### config.mk
export PLATFORM = sky130hd
export DESIGN_NAME = arp_responder_frame_divert
export DESIGN_NICKNAME = d
export VERILOG_FILES = /design/src/hw/rtl/ard_pkg.sv /design/src/hw/rtl/ard_capture.sv /design/src/hw/rtl/ard_verdict.sv /design/src/hw/rtl/ard_reply.sv /design/src/hw/rtl/arp_responder_frame_divert.sv
export SDC_FILE = /design/constraint.sdc
export NUM_CORES = 1
export LEC_CHECK = 0
export BUFFER_PORTS_ARGS = -buffer_cell sky130_fd_sc_hd__buf_2
export CAP_MARGIN = 15
export CORE_ASPECT_RATIO = 1.4
export CORE_MARGIN = 1
export CORE_UTILIZATION = 40
export DETAILED_ROUTE_END_ITERATION = 12
export PLACE_DENSITY = 0.68
export SLEW_MARGIN = 30
export SYNTH_ARGS = -nofsm -noshare
export SYNTH_HDL_FRONTEND = slang
export SYNTH_HIERARCHICAL = 1
export SYNTH_SLANG_ARGS = --single-unit
### constraint.sdc
create_clock -name clk_i -period 3.4 [get_ports clk_i]
set_input_delay 1.02 -clock clk_i [delete_from_list [all_inputs] [get_ports clk_i]]
set_output_delay 1.02 -clock clk_i [all_outputs]
set_load 0.03 [all_outputs]
### src/hw/rtl/ard_pkg.sv
package ard_pkg;

  // Frame geometry
  localparam int unsigned CountMax        = 63;
  localparam int unsigned HdrBytes        = 42;
  localparam int unsigned EthHdr          = 14;
  localparam int unsigned ReplyLength     = 60;
  localparam int unsigned MaxSlots        = 4;
  localparam int unsigned UnicastSlotsDef = 4;

  localparam int unsigned CountW  = 6;
  localparam int unsigned CfgIdxW = 3;
  localparam int unsigned CfgW    = 48;

  // Header bytes that are kept: positions 12 to 31 and 38 to 41.
  localparam int unsigned CapBytes = 24;
  localparam int unsigned CapW     = 5;
  localparam int unsigned CapLoPos = 12;
  localparam int unsigned CapLoEnd = 31;
  localparam int unsigned CapHiPos = 38;
  localparam int unsigned CapHiEnd = 41;
  localparam int unsigned CapHiOff = 20;

  // Slots inside the kept bytes
  localparam int unsigned CapEthType = 0;
  localparam int unsigned CapArp     = 2;
  localparam int unsigned CapSha     = 10;
  localparam int unsigned CapTpa     = 20;

  // Register indexes of the configuration port
  localparam logic [CfgIdxW-1:0] CfgOwnMac    = 3'd0;
  localparam logic [CfgIdxW-1:0] CfgExcPath   = 3'd1;
  localparam logic [CfgIdxW-1:0] CfgUniCount  = 3'd2;
  localparam logic [CfgIdxW-1:0] CfgUniAddr0  = 3'd3;

  typedef enum logic [1:0] {
    VerdictApp    = 2'd0,
    VerdictKernel = 2'd1,
    VerdictReply  = 2'd2
  } verdict_e;

  typedef logic [CapBytes-1:0][7:0] cap_t;

  // A finished frame waiting for its verdict
  typedef struct packed {
    logic              pend;
    logic [CountW-1:0] len;
  } eval_t;

  typedef struct packed {
    logic [47:0] own_mac;
    logic        exc_path;
    logic [2:0]  uni_count;
  } cfg_t;

  function automatic logic [7:0] mac_byte(logic [2:0] i, logic [47:0] mac);
    logic [7:0] r;
    r = '0;
    unique case (i)
      3'd0:    r = mac[47:40];
      3'd1:    r = mac[39:32];
      3'd2:    r = mac[31:24];
      3'd3:    r = mac[23:16];
      3'd4:    r = mac[15:8];
      3'd5:    r = mac[7:0];
      default: r = '0;
    endcase
    return r;
  endfunction

  // Byte idx of the ARP reply, built from the kept request bytes and own MAC.
  function automatic logic [7:0] reply_byte(logic [CountW-1:0] idx, cap_t cap,
                                            logic [47:0] mac);
    logic [7:0] r;
    r = '0;
    priority if (idx < 6'd6) begin
      r = cap[5'(idx) + 5'(CapSha)];
    end else if (idx < 6'd12) begin
      r = mac_byte(3'(idx - 6'd6), mac);
    end else if (idx == 6'd12) begin
      r = 8'h08;
    end else if (idx == 6'd13) begin
      r = 8'h06;
    end else if (idx < 6'd20) begin
      r = cap[5'(idx - 6'd12)];
    end else if (idx == 6'd20) begin
      r = 8'h00;
    end else if (idx == 6'd21) begin
      r = 8'h02;
    end else if (idx < 6'd28) begin
      r = mac_byte(3'(idx - 6'd22), mac);
    end else if (idx < 6'd32) begin
      r = cap[5'(idx - 6'd8)];
    end else if (idx < 6'd42) begin
      r = cap[5'(idx - 6'd22)];
    end else begin
      r = 8'h00;
    end
    return r;
  endfunction

endpackage

### src/hw/rtl/ard_capture.sv
module ard_capture (
  input  logic          clk_i,
  input  logic          rst_ni,
  input  logic          beat_i,
  input  logic [7:0]    byte_i,
  input  logic          last_i,
  input  logic          take_i,
  output ard_pkg::cap_t  cap_o,
  output ard_pkg::eval_t eval_o
);

  logic [ard_pkg::CountW-1:0] count_q, count_d;
  logic [ard_pkg::CountW-1:0] count_inc;
  logic [ard_pkg::CountW-1:0] len_q;
  logic                       pend_q, pend_d;
  logic                       hit;
  logic [ard_pkg::CapW-1:0]   slot;
  ard_pkg::cap_t              cap_q;

  assign count_inc = (count_q == 6'(ard_pkg::CountMax)) ? count_q : count_q + 6'd1;

  always_comb begin
    count_d = count_q;
    if (beat_i) begin
      count_d = last_i ? '0 : count_inc;
    end
    pend_d = (pend_q && !take_i) || (beat_i && last_i);
  end

  always_comb begin
    hit  = 1'b0;
    slot = '0;
    if (count_q >= 6'(ard_pkg::CapLoPos) && count_q <= 6'(ard_pkg::CapLoEnd)) begin
      hit  = 1'b1;
      slot = 5'(count_q - 6'(ard_pkg::CapLoPos));
    end else if (count_q >= 6'(ard_pkg::CapHiPos) && count_q <= 6'(ard_pkg::CapHiEnd)) begin
      hit  = 1'b1;
      slot = 5'(count_q - 6'(ard_pkg::CapHiPos)) + 5'(ard_pkg::CapHiOff);
    end
  end

  always_ff @(posedge clk_i or negedge rst_ni) begin
    if (!rst_ni) begin
      count_q <= '0;
      pend_q  <= 1'b0;
    end else begin
      count_q <= count_d;
      pend_q  <= pend_d;
    end
  end

  always_ff @(posedge clk_i) begin
    if (beat_i && last_i) begin
      len_q <= count_inc;
    end
    if (beat_i && hit) begin
      cap_q[slot] <= byte_i;
    end
  end

  assign cap_o       = cap_q;
  assign eval_o.pend = pend_q;
  assign eval_o.len  = len_q;

endmodule

### src/hw/rtl/ard_verdict.sv
module ard_verdict #(
  parameter int unsigned UnicastSlots = ard_pkg::UnicastSlotsDef
) (
  input  ard_pkg::eval_t              eval_i,
  input  ard_pkg::cap_t               cap_i,
  input  ard_pkg::cfg_t               cfg_i,
  input  logic [UnicastSlots-1:0][31:0] addr_i,
  output ard_pkg::verdict_e           verdict_o
);

  logic [31:0]             tpa;
  logic [UnicastSlots-1:0] slot_hit;
  logic                    is_request;

  assign tpa = {cap_i[ard_pkg::CapTpa], cap_i[ard_pkg::CapTpa + 1],
                cap_i[ard_pkg::CapTpa + 2], cap_i[ard_pkg::CapTpa + 3]};

  // Slots past the configured count never match; a count above the slot
  // number simply enables all of them.
  always_comb begin
    for (int i = 0; i < UnicastSlots; i++) begin
      slot_hit[i] = (3'(i) < cfg_i.uni_count) && (addr_i[i] == tpa);
    end
  end

  assign is_request = (cap_i[ard_pkg::CapEthType]     == 8'h08) &&
                      (cap_i[ard_pkg::CapEthType + 1] == 8'h06) &&
                      (cap_i[ard_pkg::CapArp]         == 8'h00) &&
                      (cap_i[ard_pkg::CapArp + 1]     == 8'h01) &&
                      (cap_i[ard_pkg::CapArp + 2]     == 8'h08) &&
                      (cap_i[ard_pkg::CapArp + 3]     == 8'h00) &&
                      (cap_i[ard_pkg::CapArp + 6]     == 8'h00) &&
                      (cap_i[ard_pkg::CapArp + 7]     == 8'h01);

  always_comb begin
    priority if (eval_i.len < 6'(ard_pkg::EthHdr)) begin
      verdict_o = ard_pkg::VerdictApp;
    end else if (cfg_i.exc_path) begin
      verdict_o = ard_pkg::VerdictKernel;
    end else if (eval_i.len >= 6'(ard_pkg::HdrBytes) && is_request && (|slot_hit)) begin
      verdict_o = ard_pkg::VerdictReply;
    end else begin
      verdict_o = ard_pkg::VerdictApp;
    end
  end

endmodule

### src/hw/rtl/ard_reply.sv
module ard_reply (
  input  logic              clk_i,
  input  logic              rst_ni,
  input  logic              fire_i,
  input  ard_pkg::verdict_e verdict_i,
  input  ard_pkg::cap_t     cap_i,
  input  logic [47:0]       own_mac_i,
  input  logic              m_tready_i,
  output logic              m_tvalid_o,
  output logic [7:0]        m_tdata_o,
  output logic [1:0]        m_tuser_o,
  output logic              m_tlast_o,
  output logic              can_load_o,
  output logic              busy_o
);

  localparam logic [ard_pkg::CountW-1:0] LastIdx = 6'(ard_pkg::ReplyLength - 1);

  logic                       valid_q, valid_d;
  logic [7:0]                 data_q, data_d;
  ard_pkg::verdict_e          user_q, user_d;
  logic                       last_q, last_d;
  logic                       rep_q, rep_d;
  logic [ard_pkg::CountW-1:0] idx_q, idx_d;
  logic                       can_load;

  assign can_load = !valid_q || m_tready_i;

  always_comb begin
    valid_d = valid_q;
    data_d  = data_q;
    user_d  = user_q;
    last_d  = last_q;
    rep_d   = rep_q;
    idx_d   = idx_q;
    if (can_load) begin
      if (rep_q) begin
        valid_d = 1'b1;
        data_d  = ard_pkg::reply_byte(idx_q, cap_i, own_mac_i);
        user_d  = ard_pkg::VerdictReply;
        last_d  = (idx_q == LastIdx);
        rep_d   = (idx_q != LastIdx);
        idx_d   = idx_q + 6'd1;
      end else if (fire_i) begin
        valid_d = 1'b1;
        user_d  = verdict_i;
        if (verdict_i == ard_pkg::VerdictReply) begin
          data_d = ard_pkg::reply_byte('0, cap_i, own_mac_i);
          last_d = 1'b0;
          rep_d  = 1'b1;
          idx_d  = 6'd1;
        end else begin
          data_d = '0;
          last_d = 1'b1;
        end
      end else begin
        valid_d = 1'b0;
      end
    end
  end

  always_ff @(posedge clk_i or negedge rst_ni) begin
    if (!rst_ni) begin
      valid_q <= 1'b0;
      rep_q   <= 1'b0;
      idx_q   <= '0;
    end else begin
      valid_q <= valid_d;
      rep_q   <= rep_d;
      idx_q   <= idx_d;
    end
  end

  always_ff @(posedge clk_i) begin
    data_q <= data_d;
    user_q <= user_d;
    last_q <= last_d;
  end

  assign m_tvalid_o = valid_q;
  assign m_tdata_o  = data_q;
  assign m_tuser_o  = user_q;
  assign m_tlast_o  = last_q;
  assign can_load_o = can_load;
  assign busy_o     = rep_q;

endmodule

### src/hw/rtl/arp_responder_frame_divert.sv
// ARP responder with frame diversion.
//
// Frame bytes enter on the s_axis channel, one byte per beat, tlast on the
// final byte. Bytes are taken every cycle that s_axis_tready_o is high. For
// each frame the m_axis channel gives one verdict beat (tuser 0 keep for the
// application, 1 send to the kernel, tdata zero, tlast set), or, with the
// exception path off, for an ARP request aimed at a configured unicast
// address, a 60-beat reply frame with tuser 2 and tlast on its final byte.
// A finished frame's verdict is held as pending until the output register
// is free, and is then loaded into it. During a reply burst, and while a
// verdict waits behind a stalled receiver, s_axis_tready_o is low. Otherwise,
// also between frames, the input keeps running at one byte per cycle.
// Configuration is written through cfg_we_i, cfg_idx_i and cfg_wdata_i: 0 own
// MAC, 1 exception path, 2 unicast count, 3 and up the unicast IPv4 addresses.
// The user must write it only while the block is idle; the block itself
// does not enforce this. Reset clears the byte counter, the output valid
// flag, the reply sequencer and all configuration registers. When
// m_axis_tready_i is low the output beat holds its value until it is taken.
module arp_responder_frame_divert #(
  parameter int unsigned UnicastSlots = ard_pkg::UnicastSlotsDef
) (
  input  logic                        clk_i,
  input  logic                        rst_ni,
  input  logic                        s_axis_tvalid_i,
  output logic                        s_axis_tready_o,
  input  logic [7:0]                  s_axis_tdata_i,   // [7:0] frame_byte
  input  logic                        s_axis_tlast_i,
  output logic                        m_axis_tvalid_o,
  input  logic                        m_axis_tready_i,
  output logic [7:0]                  m_axis_tdata_o,   // [7:0] reply_byte
  output logic [1:0]                  m_axis_tuser_o,   // [1:0] verdict
  output logic                        m_axis_tlast_o,
  input  logic                        cfg_we_i,
  input  logic [ard_pkg::CfgIdxW-1:0] cfg_idx_i,
  input  logic [ard_pkg::CfgW-1:0]    cfg_wdata_i
);

  ard_pkg::cfg_t                 cfg_q;
  logic [UnicastSlots-1:0][31:0] addr_q;
  ard_pkg::cap_t                 cap;
  ard_pkg::eval_t                eval;
  ard_pkg::verdict_e             verdict;
  logic                          beat;
  logic                          fire;
  logic                          can_load;
  logic                          busy;

  always_ff @(posedge clk_i or negedge rst_ni) begin
    if (!rst_ni) begin
      cfg_q  <= '0;
      addr_q <= '0;
    end else if (cfg_we_i) begin
      if (cfg_idx_i == ard_pkg::CfgOwnMac) begin
        cfg_q.own_mac <= cfg_wdata_i[47:0];
      end
      if (cfg_idx_i == ard_pkg::CfgExcPath) begin
        cfg_q.exc_path <= cfg_wdata_i[0];
      end
      if (cfg_idx_i == ard_pkg::CfgUniCount) begin
        cfg_q.uni_count <= cfg_wdata_i[2:0];
      end
      for (int i = 0; i < UnicastSlots; i++) begin
        if (cfg_idx_i == ard_pkg::CfgUniAddr0 + 3'(i)) begin
          addr_q[i] <= cfg_wdata_i[31:0];
        end
      end
    end
  end

  // A pending verdict is taken as soon as the output register is free. The
  // first bytes of the next frame are never kept, so input may continue once it
  // is taken, unless a reply is starting, which still needs the kept bytes.
  assign fire            = eval.pend && can_load;
  assign s_axis_tready_o = !busy &&
                           !(eval.pend && (!can_load || verdict == ard_pkg::VerdictReply));
  assign beat            = s_axis_tvalid_i && s_axis_tready_o;

  ard_capture u_capture (
    .clk_i  (clk_i),
    .rst_ni (rst_ni),
    .beat_i (beat),
    .byte_i (s_axis_tdata_i),
    .last_i (s_axis_tlast_i),
    .take_i (fire),
    .cap_o  (cap),
    .eval_o (eval)
  );

  ard_verdict #(
    .UnicastSlots (UnicastSlots)
  ) u_verdict (
    .eval_i    (eval),
    .cap_i     (cap),
    .cfg_i     (cfg_q),
    .addr_i    (addr_q),
    .verdict_o (verdict)
  );

  ard_reply u_reply (
    .clk_i      (clk_i),
    .rst_ni     (rst_ni),
    .fire_i     (fire),
    .verdict_i  (verdict),
    .cap_i      (cap),
    .own_mac_i  (cfg_q.own_mac),
    .m_tready_i (m_axis_tready_i),
    .m_tvalid_o (m_axis_tvalid_o),
    .m_tdata_o  (m_axis_tdata_o),
    .m_tuser_o  (m_axis_tuser_o),
    .m_tlast_o  (m_axis_tlast_o),
    .can_load_o (can_load),
    .busy_o     (busy)
  );

endmodule

==> metrics.md, run 1 <==
| Metric | Value |
|---|---|
| RSZ-0062 raised after global routing | `true` |
| H-tree levels | `2` |
| Clock Skew | `0.04335 ns` |
| Area Growth Syn to Fin | `21.72%` |
| Cell Int Power | `~9 mW` |
| # rows | `100` |
| Startpoint types | `flop` |
| Arr. time, crit path | `3.39 ns` |
| Sink Count | `403` |
| Crit path kind | `flop to primary output` |
| HP Class | `primary input to async pin` |
| Cells along the critical path | `nor4_4 > nand4_1 > nor4_2 > buf_4 > nand4_1 > buf_4 > a41oi_4 > buf_6 > and3b_2 > nor3_2 > buf_4` |
| Via Count | `~15,000` |
| Pin count of the biggest net entering global routing | `72` |
| DRT Pass-1 Iters | `5` |
| Hpwl dp | `52,530 um` |
| Antenna violations before repair | `1` |
| Synth Instances | `1,488` |
| Outcome | `complete, but fails checks` |
| Skew-Pair Late Insertion Delay | `0.58 ns` |
| Crit share post-route | `1.297` |
| # setup viols final | `~220` |
| Worst-path clk slew | `0.06 ns` |
| Cts bufs inserted | `41` |
| Sequential Power Share | `0.485` |
| Critical path fanouts, max | `2` |
| First-pass GRT wire length | `103,500 um` |
| Number of port buffers | `77` |
| Setup crit end kind | `primary output` |
| Core Area | `53,050 um^2` |
| Worst EP required | `2.38 ns` |
| Fmax | `226.8 MHz` |
| Most used cell, CP | `buf_4` |
| Syn avg cell area | `14.39 um^2` |
| Die Ht | `275.8 um` |
| Ys Warns | `6` |
| Initial Util | `0.4036` |
| GRT Overall Usage | `0.2638` |
| Maxcap violations | `0` |
| Fin worst setup slack | `-1.010 ns` |
| Slowest library cell on the worst path | `nor4_4` |
| PwrDens | `481.5 nW/um^2` |
| Min cycle time layout | `4.410 ns` |
| Gate power share | `0.133` |
| Clock Tree Buf Depth | `3` |
| Post-Syn Nets | `roughly 1,600` |
| DRT Wirelength | `71,570 um` |
| CTS Root Cell | `clkbuf_16` |
| Violations in the final reports | `negative setup slack` |
| DIE AREA | `54,480 um^2` |
| Wire length per cell | `28.73 um` |
| Measured slew at the worst slew-check pin | `1.075 ns` |
| CTS tree | `done` |
| Initial DRC Count | `1,250` |
| Switching power total | `3.286 mW` |
| Slew HR | `0.2738` |
| Hold Fails Final Rpt | `0` |
| # IOs | `slightly below 80` |
| Sw frac | `0.2619` |
| Post-DRT Antenna Nets | `0` |
| Gpl congestion | `0.9597` |
| Tot Pwr | `12.55 mW` |
| Final count of pins violating max slew | `0` |
| Vias/cell | `5.980` |
| CP max stage delay | `0.48 ns` |
| Layout cells sized above 1 | `0.3975` |
| Leakage | `9.783 nW` |
| Nets@finish | `about 1,800` |
| Hold Buf Count CTS | `0` |
| Post-layout util | `0.4913` |
| Grt ovf | `0` |
| Peak VDD IR | `285.2 uV` |
| DIE WIDTH | `197.5 um` |
| Residual DRC | `0` |
| Pre-CTS setup slack | `-1.277 ns` |
| Number of global-route vias before repair | `15,230` |
| Syn Std Cell Area | `21,410 um^2` |
| Clock share of power | `0.382` |
## cells in the final DEF (no fill, tap or decap), types with 18 or more instances in the layout
| master | count |
|---|---|
| edfxtp_1 | 208 |
| dfrtp_1 | 192 |
| buf_4 | 184 |
| mux2_2 | 137 |
| mux4_2 | 108 |
| xnor2_1 | 106 |
| buf_2 | 75 |
| nand2_1 | 64 |
| mux2i_1 | 53 |
| clkbuf_16 | 43 |
| nand4_1 | 37 |
| nand3_1 | 36 |
| xor2_1 | 36 |
| mux2_1 | 31 |
| buf_12 | 27 |
| nor2_1 | 25 |
| a21oi_1 | 25 |
| ha_1 | 24 |
| o21ai_0 | 23 |
| mux2_4 | 20 |
| nor4_1 | 18 |
## per-layer routing
layer	track usage	share of wire
met2	0.4720	0.51
met1	0.2960	0.36
met4	0.1744	0.076
met3	0.03043	0.048
met5	0	0
## power groups by stage
stage	logic (mW)	clock network, mW	registers, mW
after CTS	1.66	4.85	6.09
after detailed placement	1.61	0	6.18
after global placement	1.57	0	6.16
after floorplan	0.982	0	6.13
final	1.67	4.79	6.09
after global routing	1.78	5.04	6.16
## stage by stage
step	area (um^2)	hold slack, ns	instances	setup TNS [ns]
2_1_floorplan	21460	0.4510	1488	0
3_3_place_gp	23890	0.4710	2385	-194.84
3_5_place_dp	23890	0.4772	2385	-200.15
4_1_cts	25920	0.4500	2486	-66.68
5_1_grt	26060	0.4647	2490	-106.00
6_report	26070	0.4415	2491	-93.87
## registers in the layout, indices dropped and copies added (netlist names)
signal / count
u_capture/len_q: 5
u_capture/cap_o: 192
cfg_q: 52
addr_q: 128
u_reply/m_tdata_o: 8
u_reply/m_tvalid_o: 1
u_capture/pend_q: 1
u_reply/m_tuser_o: 2
u_capture/count_q: 6
u_reply/m_tlast_o: 1
u_reply/busy_o: 1
u_reply/idx_q: 6
## worst max-delay path, delay by kind of cell, from the launching register on
| kind | cells | cell delay (ns) |
|---|---|---|
| buffers and inverters | 4 | 0.71 |
| AOI/OAI and AO/OA | 1 | 0.30 |
| DFF | 1 | 0.45 |
| and+or+nand+nor | 6 | 1.35 |
## final timing paths
kind                                           from             endpoint  slack (ns)  cells past startpoint
worst max-delay path            u_capture/cap_o[77]      s_axis_tready_o       -1.01                     11
worst min-delay path                         rst_ni     u_reply/idx_q[3]        0.44                      1
worst max register to register  u_capture/cap_o[77]  u_capture/cap_o[31]       -0.61                     19
worst min register to register            cfg_q[21]            cfg_q[21]        0.49                      1
max in group asynchronous                    rst_ni           addr_q[34]        2.18                      2
min in group clk_i                        cfg_q[21]            cfg_q[21]        0.49                      1
## area by class of cell
class / count / area, um^2
fill: 4594 / 26990
clock inverter: 26 / 311.5
clock buffer: 50 / 1110
tap: 714 / 893.4
inverter: 17 / 66.31
timing repair buffer: 299 / 2477
sequential: 403 / 11130
multi-input combinational: 981 / 10070
antenna: 1 / 2.502
## timing repair
| item | 4_1_cts | 5_1_grt |
|---|---|---|
| setup buffers | 26 | 6 |
| pin swaps | 22 | 14 |
| gates resized for setup | 59 | 18 |
| endpoints found under the setup margin | 220 | 219 |
No activity file was read; power rests on OpenSTA's default activity.
==> run 2, diff against run 1 <==
--- a/config.mk
+++ b/config.mk
@@ -15,5 +15,4 @@
 export SLEW_MARGIN = 30
 export SYNTH_ARGS = -nofsm -noshare
 export SYNTH_HDL_FRONTEND = slang
-export SYNTH_HIERARCHICAL = 1
 export SYNTH_SLANG_ARGS = --single-unit
==> run 2 against run 1 <==
  * The run still ends with negative setup slack left
  * Utilization is 0.36 points higher
  * First-iteration DRC count down 9.8%
  * Critical path depth did not move
  * Synthesized cell count fell by 2.2%
  * Flip-flop and latch count did not move
  * Worst hold slack got worse by 0.077 ns
  * Critical path type unchanged
  * Largest cell class unchanged
==> metrics.md, run 2 <==
| Metric | Value |
|---|---|
| Syn avg cell area | `14.32 um^2 (-0.52%)` |
| Commonest non-fill, non-tap cell in the layout | `buf_4` |
| Core Area | `51,250 um^2 (-3.4%)` |
| Design area | `25,370 um^2 (-2.7%)` |
| Gpl congestion | `0.9819 (+2.3%)` |
| DRT Pass-1 Iters | `5 (unchanged)` |
| Grt ovf | `0 (unchanged)` |
| Outcome | `complete, but fails checks` |
| Tot Pwr | `13.09 mW (+4.3%)` |
| Slew HR | `0.4970 (+0.2232)` |
| Clock share of power | `0.395 (+0.013)` |
| Cts bufs inserted | `41 (unchanged)` |
| Clock Skew | `0.03975 ns (-0.003593 ns)` |
| Initial DRC Count | `1,128 (-9.8%)` |
| Dominant cell type by area after synthesis | `edfxtp_1` |
| Crit path kind | `flop to primary output` |
| Fmax | `243.0 MHz (+7.2%)` |
| Switching power total | `3.459 mW (+5.3%)` |
| Leakage | `9.597 nW (-1.9%)` |
| Measured slew at the worst slew-check pin | `0.7440 ns (-0.3312 ns)` |
| Area Growth Syn to Fin | `21.79% (about the same)` |
| Crit share post-route | `1.210 (-0.08678)` |
| Pin count of the biggest net entering global routing | `89 (+24%)` |
| Pre-CTS setup slack | `-0.3657 ns (+0.9116 ns)` |
| Violations in the final reports | `negative setup slack` |
| Final count of pins violating max slew | `0 (unchanged)` |
| Die Ht | `272.0 um (-1.4%)` |
| Yosys top cell area share | `0.2999` |
| CP max stage delay | `0.45 ns (-0.03 ns)` |
| Cell Int Power | `9.632 mW (+4.0%)` |
| Hold Fails Final Rpt | `0 (unchanged)` |
| Count leader, synth | `edfxtp_1` |
| Startpoint types | `flop` |
| CTS tree | `done` |
| Main area contributors after synthesis | `edfxtp_1, dfrtp_1, mux4_2` |
| Post-DRT Antenna Nets | `0 (unchanged)` |
| PwrDens | `516.0 nW/um^2 (+7.2%)` |
| # IOs | `78 (unchanged)` |
| Distinct cells, synth | `73` |
| Min Hold Slack | `0.3647 ns (-0.07679 ns)` |
| Syn Std Cell Area | `20,830 um^2 (-2.7%)` |
| Post-synthesis sequential area ratio | `0.5341` |
| Peak VDD IR | `350.3 uV (+23%)` |
| H-tree levels | `2 (unchanged)` |
| Hold Buf Count CTS | `0 (unchanged)` |
| Post-DP Area | `23,100 um^2 (-3.3%)` |
| GRT Overall Usage | `0.2663 (+0.002459)` |
| Wire length per cell | `29.44 um (+2.5%)` |
| Top post-synthesis cells by count | `edfxtp_1, dfrtp_1, mux2_2` |
| Initial Util | `0.4064 (+0.002774)` |
| Antenna violations before repair | `5 (+4)` |
| Maxcap violations | `0 (unchanged)` |
| Worst EP required | `2.38 ns (about the same)` |
| # setup viols final | `1 (-99.5%)` |
| Crit-path leading delay family | `simple AND/OR/NAND/NOR gates` |
| Cells along the critical path | `buf_6 > xor2_4 > nor4_4 > nand4_1 > nor2_4 > o41ai_4 > a31oi_2 > buf_4 > or2_4 > o22ai_4 > buf_6` |
| Sink Count | `403 (unchanged)` |
| Most used cell, CP | `buf_6` |
| Post-layout util | `0.4950 (+0.003650)` |
| Min cycle time layout | `4.115 ns (-0.2950 ns)` |
| Residual DRC | `0 (unchanged)` |
| Setup crit end kind | `primary output` |
| Ys Warns | `0 (-6)` |
| Number of global-route vias before repair | `14,920 (-2.0%)` |
| HP Class | `primary input to async pin` |
| Slowest library cell on the worst path | `edfxtp_1` |
| Synth Instances | `1,455 (-2.2%)` |
| Via Count | `14,230 (-4.5%)` |
| Critical path fanouts, max | `4 (+2)` |
| DIE WIDTH | `194.9 um (-1.4%)` |
| CTS Root Cell | `clkbuf_16` |
| Worst path depth | `11 (unchanged)` |
| Clock Tree Buf Depth | `3 (unchanged)` |
| Layout cells sized above 1 | `0.4288 (+0.03130)` |
| Crit path buffers/inverters | `3 (-1)` |
| # rows | `98 (-2.0%)` |
| RSZ-0062 raised after global routing | `true` |
| Nets@finish | `1,775 (-3.1%)` |
| Gate power share | `0.134 (about the same)` |
| Worst reg2reg path depth | `13 (-6)` |
| DRT Wirelength | `69,900 um (-2.3%)` |
| Max reg flops | `192 (unchanged)` |
| DIE AREA | `53,010 um^2 (-2.7%)` |
| Ys async rst share | `0.4839` |
| Skew-Pair Late Insertion Delay | `0.61 ns (+0.03 ns)` |
| Post-Syn Nets | `1,542 (-2.2%)` |
| First-pass GRT wire length | `101,600 um (-1.8%)` |
| Arr. time, crit path | `3.10 ns (-0.29 ns)` |
| Seq cells post-synth | `403` |
| Number of port buffers | `77 (unchanged)` |
| Hpwl dp | `52,610 um (+0.15%)` |
| Vias/cell | `5.994 (+0.24%)` |
| Post-synth EDFFs | `208` |
| Most frequent cells in the layout | `buf_4, edfxtp_1, dfrtp_1` |
| Worst-path clk slew | `0.06 ns (about the same)` |
| Sequential Power Share | `0.472 (-0.013)` |
| Sw frac | `0.2643 (+0.002389)` |
| Dominant synthesized flop cell | `edfxtp_1` |
| Fin worst setup slack | `-0.7151 ns (+0.2950 ns)` |
## run 2: cell types whose count changed in the layout (fill, tap and decap cells not counted), moves of 20 or more
cell / before / now
mux2_1: 31 / 0
mux2i_1: 53 / 21
mux2_2: 137 / 182
mux2_4: 20 / 0
xnor2_1: 106 / 4
buf_4: 184 / 209
nor4_1: 18 / 41
xor2_1: 36 / 112
## run 2: power by group through the flow
| stage | sequential, mW | clock [mW] | combinational (mW) |
|---|---|---|---|
| 5_1_grt | 6.23 | 5.40 | 1.88 |
| 2_1_floorplan | 6.07 | 0 | 1.01 |
| 3_3_place_gp | 6.23 | 0 | 1.61 |
| 3_5_place_dp | 6.23 | 0 | 1.66 |
| 4_1_cts | 6.17 | 5.24 | 1.72 |
| 6_report | 6.17 | 5.16 | 1.75 |
## run 2: logic make-up after synthesis
logic type      count (synthesis)  synth area share
compound gates                160           0.05388
xor+xnor                      134           0.05670
fa+ha+maj                      22           0.01321
buf+inv                       133           0.03063
flops                         403            0.5341
mux                           324            0.2415
simple gates                  279           0.06998
## run 2: per-stage QoR
step,cells,setup TNS (ns)
2_1_floorplan,1455,0
3_3_place_gp,2267,-33.84
3_5_place_dp,2267,-39.76
4_1_cts,2364,-0.6612
5_1_grt,2374,-1.453
6_report,2374,-0.7151
## run 2: final timing paths
path,slack (ns),from,end
min in group clk_i,0.51,cfg_q[34],cfg_q[34]
max in group asynchronous,2.25,rst_ni,cfg_q[0]
hold reg to reg,0.51,cfg_q[34],cfg_q[34]
setup / recovery,-0.72,u_capture.cap_o[190],s_axis_tready_o
hold / removal,0.36,rst_ni,addr_q[37]
setup reg to reg,0.02,u_capture.cap_o[190],u_capture.cap_o[61]
## run 2: layout make-up
| cell class | count | area, um^2 |
|---|---|---|
| Antenna cell | 3 | 7.507 |
| Clock buffer | 48 | 1094 |
| Clock inverter | 28 | 467.9 |
| Fill cell | 4348 | 25880 |
| Inverter | 24 | 90.09 |
| Multi-Input combinational cell | 919 | 9542 |
| Sequential cell | 403 | 11130 |
| Tap cell | 650 | 813.3 |
| Timing Repair Buffer | 299 | 2222 |
## run 2: worst register-to-register path, delay by kind of cell (launching register included)
family,cells,cell delay [ns]
and+or+nand+nor,4,0.67
DFF,1,0.45
xor gates and xnor gates,1,0.22
buffers and inverters,5,0.88
AOI/OAI and AO/OA,3,0.78
## run 2: metal layers
layer,routed length [um],track usage,up-vias,part of all wire
li1,-,-,6089,-
met1,24050,0.2847,7331,0.34
met2,36470,0.4810,594,0.52
met3,3403,0.03876,214,0.049
met4,5967,0.1902,2,0.085
met5,14,0,-,0.00020
## run 2: what timing repair did
item / CTS / global route
pin swaps: 16 / 17
setup endpoints to repair: 194 / 61
buffers inserted: 21 / 6
gates cloned: 0 / 2
gates resized for setup: 61 / 21
==> run 3, diff against run 2 <==
--- a/config.mk
+++ b/config.mk
@@ -8,7 +8,7 @@
 export BUFFER_PORTS_ARGS = -buffer_cell sky130_fd_sc_hd__buf_2
 export CAP_MARGIN = 15
 export CORE_ASPECT_RATIO = 1.4
-export CORE_MARGIN = 1
+export CORE_MARGIN = 2
 export CORE_UTILIZATION = 40
 export DETAILED_ROUTE_END_ITERATION = 12
 export PLACE_DENSITY = 0.68
==> run 3 against run 2 <==
  * The flow still finishes with violations (negative setup slack)
  * Critical path depth is 1 lower
  * Register-to-register slack better by 0.05 ns
  * Final cell count down 0.51%
  * Utilization down 1.3 points
  * Die area rose by 1.8%
  * Flip-flop and latch count unchanged
  * Power shrank 5.6%
  * Largest power group unchanged
  * Critical endpoint unchanged
  * Cell area down 1.7%
  * Maximum frequency grew 1.8%
==> metrics.md, run 3 (synthesis gave the netlist of run 2 again) <==
| Metric | Value |
|---|---|
| Outcome | `complete, but fails checks` |
| Violations in the final reports | `negative setup slack` |
| Skew-Pair Late Insertion Delay | `0.59 ns (-0.02 ns)` |
| Initial DRC Count | `1,315 (+17%)` |
| Cts bufs inserted | `41 (unchanged)` |
| Clock share of power | `0.363 (-0.032)` |
| CP endpoint | `s_axis_tready_o` |
| Fin worst setup slack | `-0.6406 ns (+0.07450 ns)` |
| Measured slew at the worst slew-check pin | `0.7016 ns (-0.04247 ns)` |
| Arr. time, crit path | `3.02 ns (-0.08 ns)` |
| Commonest non-fill, non-tap cell in the layout | `edfxtp_1` |
| GR Layer Usage met2 | `0.4468 (-0.03423)` |
| Layout cells sized above 1 | `0.4211 (-0.007706)` |
| GRT Overall Usage | `0.2556 (-0.01066)` |
| DRT Wirelength | `68,080 um (-2.6%)` |
| DIE AREA | `53,940 um^2 (+1.8%)` |
| Post-DP Area | `23,050 um^2 (-0.23%)` |
| Nets@finish | `1,762 (-0.73%)` |
| Gpl congestion | `0.9770 (-0.50%)` |
| Startpoint types | `flop` |
| # placed instances | `2,265 (-0.088%)` |
| CTS tree | `done` |
| Cell Int Power | `9.051 mW (-6.0%)` |
| # setup viols final | `1 (unchanged)` |
| M1 GR Usage | `0.2765 (-0.008188)` |
| Leakage | `9.416 nW (-1.9%)` |
| RR Endpoint | `u_capture.cap_o[177]` |
| Hpwl dp | `51,610 um (-1.9%)` |
| CP startpoint | `u_capture.cap_o[186]` |
| CTS Root Cell | `clkbuf_16` |
| # rows | `99 (+1.0%)` |
| Hold Buf Count CTS | `0 (unchanged)` |
| Gate power share | `0.140 (+0.006)` |
| Sw frac | `0.2675 (+0.003213)` |
| Sequential Power Share | `0.497 (+0.025)` |
| Pre-CTS setup slack | `-0.4690 ns (-0.1033 ns)` |
| Crit share post-route | `1.188 (-0.02191)` |
| PwrDens | `495.2 nW/um^2 (-4.0%)` |
| Pin count of the biggest net entering global routing | `63 (-29%)` |
| HP Class | `primary input to async pin` |
| Core Area | `51,780 um^2 (+1.0%)` |
| Clock Tree Buf Depth | `3 (unchanged)` |
| H-tree levels | `2 (unchanged)` |
| Crit path kind | `flop to primary output` |
| RSZ-0062 raised after global routing | `true` |
| Min cycle time layout | `4.041 ns (-0.07450 ns)` |
| Setup TNS | `-0.6406 ns (+0.07450 ns)` |
| Final std cells w/o fill | `2,362 (-0.51%)` |
| Peak VDD IR | `353.3 uV (+0.87%)` |
| Sink Count | `403 (unchanged)` |
| Switching power total | `3.305 mW (-4.5%)` |
| Critical path fanouts, max | `4 (unchanged)` |
| Grt ovf | `0 (unchanged)` |
| Number of global-route vias before repair | `14,780 (-0.97%)` |
| Hold Fails Final Rpt | `0 (unchanged)` |
| Reg-to-reg startpoint | `u_capture.cap_o[183]` |
| Worst reg2reg path depth | `11 (-2)` |
| Antenna violations before repair | `2 (-3)` |
| Final count of pins violating max slew | `0 (unchanged)` |
| Initial Util | `0.4023 (-0.004105)` |
| DRT Pass-1 Iters | `5 (unchanged)` |
| Worst R2R Setup Slack | `0.07 ns (+0.05 ns)` |
| Post-layout util | `0.4819 (-0.01312)` |
| Worst-path clk slew | `0.06 ns (about the same)` |
| Via Count | `14,200 (-0.24%)` |
| # IOs | `78 (unchanged)` |
| First-pass GRT wire length | `99,100 um (-2.5%)` |
| Maxcap violations | `0 (unchanged)` |
| Max reg flops | `192 (unchanged)` |
| Design area | `24,950 um^2 (-1.7%)` |
| Die Ht | `274.0 um (+0.74%)` |
| Worst EP required | `2.38 ns (about the same)` |
| Fmax | `247.5 MHz (+1.8%)` |
| Busiest grt layer | `met2` |
| Setup crit end kind | `primary output` |
| Met3 Use GR | `0.03899 (+0.0002346)` |
| Area Growth Syn to Fin | `19.77%` |
| Post-DRT Antenna Nets | `0 (unchanged)` |
| Vias/cell | `6.010 (+0.27%)` |
| Most frequent cells in the layout | `edfxtp_1, buf_4, dfrtp_1` |
| Number of port buffers | `77 (unchanged)` |
| Clock Skew | `0.03118 ns (-0.008573 ns)` |
| Slew HR | `0.5323 (+0.03530)` |
| DIE WIDTH | `196.9 um (+1.0%)` |
| Wire length per cell | `28.82 um (-2.1%)` |
| Residual DRC | `0 (unchanged)` |
-- run 3: cell types whose count changed in the layout (fill, tap and decap cells not counted), sizes merged --
| cell | change |
|---|---|
| buf | -11 |
| bufinv | -8 |
| clkbuf | +5 |
| clkinvlp | -3 |
| diode | -2 |
| inv | +1 |
-- run 3: final cells by class --
type	count	area [um^2]
Multi-Input combinational cell	919	9487
Clock inverter	18	158.9
Antenna cell	1	2.502
Clock buffer	55	1152
Timing Repair Buffer	286	2105
Inverter	24	90.09
Sequential cell	403	11130
Fill cell	4441	26830
Tap cell	656	820.8
-- run 3: metrics by stage --
| step | hold WS (ns) | total power [mW] |
|---|---|---|
| 3_5_place_dp | 0.4966 | 7.852 |
| 2_1_floorplan | 0.4750 | 7.073 |
| 5_1_grt | 0.3682 | 12.80 |
| 4_1_cts | 0.3679 | 12.40 |
| 6_report | 0.3570 | 12.36 |
| 3_3_place_gp | 0.4866 | 7.803 |
-- run 3: what timing repair did --
item | in CTS | in global routing
buffers inserted | 21 | 2
pin swaps | 18 | 7
gates resized for setup | 54 | 25
setup endpoints to repair | 203 | 108
cloned | 0 | 0
-- run 3: layer usage --
metal  share of wire  up-vias  routed length (um)
li1                -     6063                   -
met4           0.090        0                6141
met3           0.053      209                3585
met2            0.51      631               34620
met1            0.35     7293               23740
met5               0        -                   0
-- run 3: how the worst min path moves through the flow --
stage              start          to  slack [ns]  depth (start not counted)
3_3_place_gp    cfg_q[6]    cfg_q[6]        0.49                          1
6_report          rst_ni  addr_q[50]        0.36                          1
2_1_floorplan   cfg_q[6]    cfg_q[6]        0.47                          1
4_1_cts           rst_ni  addr_q[50]        0.37                          1
3_5_place_dp   cfg_q[14]   cfg_q[14]        0.50                          1
5_1_grt           rst_ni  addr_q[50]        0.37                          1
-- run 3: worst max-delay path: stages, from the launching register on --
cell and delay (ns):
edfxtp_1 0.50, buf_4 0.19, xor2_1 0.15, nor4_1 0.28, nand4_1 0.24, nor2_4 0.21
o41ai_4 0.11, a31oi_4 0.36, or2_4 0.20, o22ai_2 0.06, buf_6 0.16
-- run 3: power groups by stage --
stage	Sequential [mW]	Clock [mW]	Combinational [mW]
2_1_floorplan	6.07	0	1.01
3_3_place_gp	6.21	0	1.60
3_5_place_dp	6.22	0	1.63
4_1_cts	6.14	4.55	1.70
5_1_grt	6.20	4.74	1.86
6_report	6.15	4.49	1.72
